===== config.mk =====
export PLATFORM = sky130hd
export DESIGN_NAME = kvc_ram
export DESIGN_NICKNAME = d
export VERILOG_FILES = /design/src/rtl/core/kvc_pkg.sv /design/src/rtl/core/kvc_ram.sv
export SDC_FILE = /design/constraint.sdc
export NUM_CORES = 2
export LEC_CHECK = 0
export ABC_AREA = 0
export BUFFER_PORTS_ARGS = -buffer_cell sky130_fd_sc_hd__buf_2
export CAP_MARGIN = 20
export CORE_ASPECT_RATIO = 0.6
export CORE_UTILIZATION = 58
export CTS_BUF_LIST = sky130_fd_sc_hd__clkbuf_8
export DETAILED_ROUTE_END_ITERATION = 6
export GPL_TIMING_DRIVEN = 0
export PLACE_DENSITY_LB_ADDON = 0.08
export RECOVER_POWER = 25
export SKIP_CTS_REPAIR_TIMING = 1
export SYNTH_ARGS = -nofsm -noshare
export SYNTH_HDL_FRONTEND = slang
export SYNTH_SLANG_ARGS = --single-unit
export TNS_END_PERCENT = 1

===== constraint.sdc =====
create_clock -name clk -period 20.9 [get_ports clk]
set_input_delay 2.09 -clock clk [delete_from_list [all_inputs] [get_ports clk]]
set_output_delay 2.09 -clock clk [all_outputs]
set_load 0.005 [all_outputs]

===== src/rtl/core/kvc_pkg.sv =====
// shared types and constants for the associative key/value cache
// used by the cache core, its entry ram and the testbench
package kvc_pkg;

  localparam int MAX_ENTRIES = 16;
  localparam int IDX_W = (MAX_ENTRIES > 1) ? $clog2(MAX_ENTRIES) : 1;
  localparam int CNT_W = $clog2(MAX_ENTRIES + 1);

  localparam int POL_W = 2;
  localparam int CAP_W = 5;
  localparam int CMP_W = (CNT_W > CAP_W) ? CNT_W : CAP_W;

  localparam logic [POL_W-1:0] POL_NONE = 2'd0;
  localparam logic [POL_W-1:0] POL_LRU  = 2'd1;
  localparam logic [POL_W-1:0] POL_FIFO = 2'd2;

  localparam logic [CAP_W-1:0] CAP_RESET = 5'd16;

  // register index, taken from paddr[2]
  localparam logic REG_POLICY   = 1'b0;
  localparam logic REG_CAPACITY = 1'b1;

  typedef enum logic [1:0] {
    FUNC_PROBE  = 2'd0,
    FUNC_READ   = 2'd1,
    FUNC_INSERT = 2'd2
  } func_e;

  typedef enum logic [2:0] {
    ST_IDLE,
    ST_SCAN,
    ST_DECIDE,
    ST_FETCH,
    ST_MODIFY,
    ST_RESP
  } state_t;

  typedef struct packed {
    logic [63:0] key;
    logic [63:0] value;
    logic [63:0] rstamp;
    logic [63:0] astamp;
  } entry_t;

endpackage


===== src/rtl/core/kvc_ram.sv =====
// entry store: one record (key, value, both stamps) per slot
// single write port, one registered read port; depends on kvc_pkg
module kvc_ram (
  input  logic                    clk,
  input  logic                    rd_en,
  input  logic [kvc_pkg::IDX_W-1:0] rd_addr,
  output kvc_pkg::entry_t         rd_data,
  input  logic                    wr_en,
  input  logic [kvc_pkg::IDX_W-1:0] wr_addr,
  input  kvc_pkg::entry_t         wr_data
);
  import kvc_pkg::*;

  entry_t mem [MAX_ENTRIES];

  always_ff @(posedge clk) begin
    if (wr_en) begin
      mem[wr_addr] <= wr_data;
    end
  end

  always_ff @(posedge clk) begin
    if (rd_en) begin
      rd_data <= mem[rd_addr];
    end
  end

endmodule


---- After elaboration in Yosys (flattened, before gate mapping) ----
Memory sizes are Yosys's and may differ from the RTL's. A register that Yosys moved wholly into a read port is not among the register bits.
Index checks and enable logic that the tools add are counted.
word-level totals
  bits in writable memories ............... 4,096
  word-level logic and storage cells ...... 3
  input bits .............................. 267
  output and inout bits ................... 256
  flip-flop bits (word level) ............. 0
  memories kept ........................... 1
memory list
  name  words  bits a word  read ports  clocked after memory_dff  write ports  RTL line       source
  mem   16     256          1           1                         1            kvc_ram.sv:14  entry_t mem [MAX_ENTRIES];
cells by class
  muxes and demuxes ....................... 2
operators by type and width
  cell               count
  1-bit two-way mux  2

---- Longest topological paths before layout ----
  word-level depth ........................ 2
  gate-level depth with buffers ........... 8
  gate-level depth less buffers ........... 3

---- Worst setup path after synthesis ----
OpenSTA, ideal clock, no wires.
  path type ............................... input to register
  from .................................... input wr_addr[2] (netlist name)
  to ...................................... memory mem[0][0] (netlist name) (enable)
  required time ........................... 19,710 ps
  buffers on the path ..................... 0
  cell stages on the path ................. 2
  arrival ................................. 19,823 ps
  setup time .............................. 1,190 ps
  setup slack ............................. -114 ps
  cell sequence ........................... or3b_2 nor3_1
RTL lines
  what                RTL line       source
  start: declaration  kvc_ram.sv:9   input logic [kvc_pkg::IDX_W-1:0] wr_addr,
  end: declaration    kvc_ram.sv:14
No word-level cell before the write port.

==> metrics.yaml <==
rr_worst_depth: 3
rsz0062_at_grt: "false"
netlist_area_um2: 161000
antenna_found_initial: 92
finalNetCount: 8368
syn_area_per_cell_um2: 24.3
clock_latency_ns: 1.08
ios: 523
crit_fanout: 10
place_congestion: 0.752
crit_start: "rd_addr[3]"
setup_violations: 0
r2r_setup_slack_ns: 19.13
htreeDepth: 6
dr_total_vias: 78997
power.leakage_uw: 0.0597
r2r_end: "rd_data[244]"
drive_above_1_share_pct: 30.9
cts_sinks: 4352
final_cell_mix: "4352 x edfxtp_1, 968 x mux4_2, 644 x clkbuf_8"
fill_cells: 17583
crit_required_ns: 21.63
worst_setup_path_end_kind: "register"
grt_max_degree: 83
yosysSeqAreaShare_pct: 81.1
relSlewSlack_pct: 21.5
run_status: "finished, final reports clean"
tritoncts: "done"
routed_wl_mm: 415
die_area_um2: 280000
placed_cell_area_um2: 174000
hold_path_class: "register to register"
worstSetupStartpointType: "input port"
yosys-top-cells-area: "edfxtp_1 81%, mux4_2 14%, a22oi_1 2.1%"
crit_path_end: "rd_data[244]"
cp.arrival_ns: 5.22
grt_pass1_vias: 78058
postLayoutCellArea_um2: 185000
cellPowerDensity_nw_per_um2: 91.7
antenna_left: 0
reg2reg_from: "mem[5][244]"
syn-num-nets: 6915
drv_slew: 0
cp_slowest_cell: "clkbuf_1"
grt_pass1_wl_mm: 581
netlist.area_leader.share_pct: 81.1
grt_remaining_overflow: 0
fp-row-count: 149
drtIter0Drc: 10207
clockBufferDepth: 4
path_class: "input port to register"
fp.dieW_um: 683
cts_made_buffers: 615
finClkSkew_ns: 0.0413
synth_seq_cells: 4352
tightest_slew_ns: 1.17
yosys.area.top_type: "edfxtp_1"
via_per_inst: 6.43
finalPower_uw: 17000
final_util_pct: 67.1
syn2layout_area_growth_pct: 14.7
hold_viol_final: 0
layout_min_cycle_time_ns: 4.49
ys_warn_count: 0
numPortBuffers: 519
fmax_ghz: 0.223
drcViolationCount: 0
start_util_pct: 58.5
wire_per_inst_um: 33.8
yosysUniqueCellTypes: 25
instances_no_fill: 12291
cp_slowest_stage_delay_ns: 0.74
clkTransAtPathRegs_ns: 0.07
drt_pass1_iterations: 6
final_common_cell: "edfxtp_1"
placed_cells: 11180
root_buffer: "clkbuf_8"
syn_inst: 6648
track_usage_pct: 29.7
ir_drop_mv: 0.0591
place_hpwl_mm: 269
fin_crit_sh_pct: 21.5
fin_setup_tns_ns: 0
worstPathCellList: "buf_2 > buf_2 > clkbuf_1 > clkbuf_1 > o221ai_1 > o21ai_0"
dieHeight_um: 410
maxCapViolations: 0
design.core.area_um2: 276000
## area by class of cell
class                      count  area (um^2)  area share (%)
multi-input combinational   1943        28800            15.6
sequential                  4352       131000            70.7
clock buffer                 644         8860            4.79
clock inverter               420         2040            1.10
timing repair buffer         836         7890            4.27
tap                         3699         4630            2.50
antenna                       44          110          0.0596
buffer                       353         1830           0.991
## kinds of logic after synthesis
| logic type | synth area share (%) |
|---|---|
| flops | 81.1 |
| simple gates | 0.809 |
| buf+inv | 1.13 |
| compound gates | 2.52 |
| mux | 14.5 |
## critical path, delay by kind of cell
kind            cells  cell delay [ns]
compound gates      2             0.98
buf+inv             4             2.11
## metal layers
| metal | vias up | part of all wire, % | global-route usage (%) |
|---|---|---|---|
| li1 | 31683 | - | - |
| met1 | 42220 | 40 | 44.3 |
| met2 | 4369 | 47 | 45.6 |
| met3 | 693 | 9.4 | 5.70 |
| met4 | 32 | 3.0 | 8.74 |
| met5 | - | 0.047 | 0 |
## sequential cells by signal, indices dropped and copies added, names as in the netlist
| name | flops |
|---|---|
| rd_data | 256 |
| mem | 4096 |
## cell usage after synthesis (all sizes together)
cell type / n
nand3: 1
nand2b: 27
a22oi: 450
nor3: 4
nor2: 15
a221oi: 23
clkbuf: 150
or3b: 1
o21ai: 27
nand2: 202
buf: 203
mux2: 106
mux2i: 35
o22a: 6
mux4: 968
and2: 3
nand3b: 2
o221ai: 33
nor2b: 39
or2: 1
edfxtp: 4352
## worst min path at each step
stage | cells after the start | startpoint | endpoint | slack (ns)
detailed placement | 3 | mem[14][126] | rd_data[126] | 0.72
global placement | 3 | mem[14][250] | rd_data[250] | 0.72
floorplan | 3 | mem[14][0] | rd_data[0] | 0.71
CTS | 3 | mem[14][126] | rd_data[126] | 0.71
finish | 3 | mem[14][126] | rd_data[126] | 0.73
global route | 3 | mem[14][126] | rd_data[126] | 0.73
## stage by stage
| stage | setup slack [ns] | hold WS [ns] |
|---|---|---|
| floorplan | 0.0469 | 0.710 |
| global placement | -24.16 | 0.722 |
| detailed placement | 15.07 | 0.725 |
| CTS | 16.21 | 0.713 |
| global route | 16.36 | 0.732 |
| finish | 16.41 | 0.727 |
## power breakdown
group | leakage, uW | switching (uW) | internal [uW]
Clock | 0.00625 | 3120 | 3000
Sequential | 0.0395 | 53.7 | 9830
Combinational | 0.0139 | 589 | 363
No activity file was read; power rests on OpenSTA's default activity.
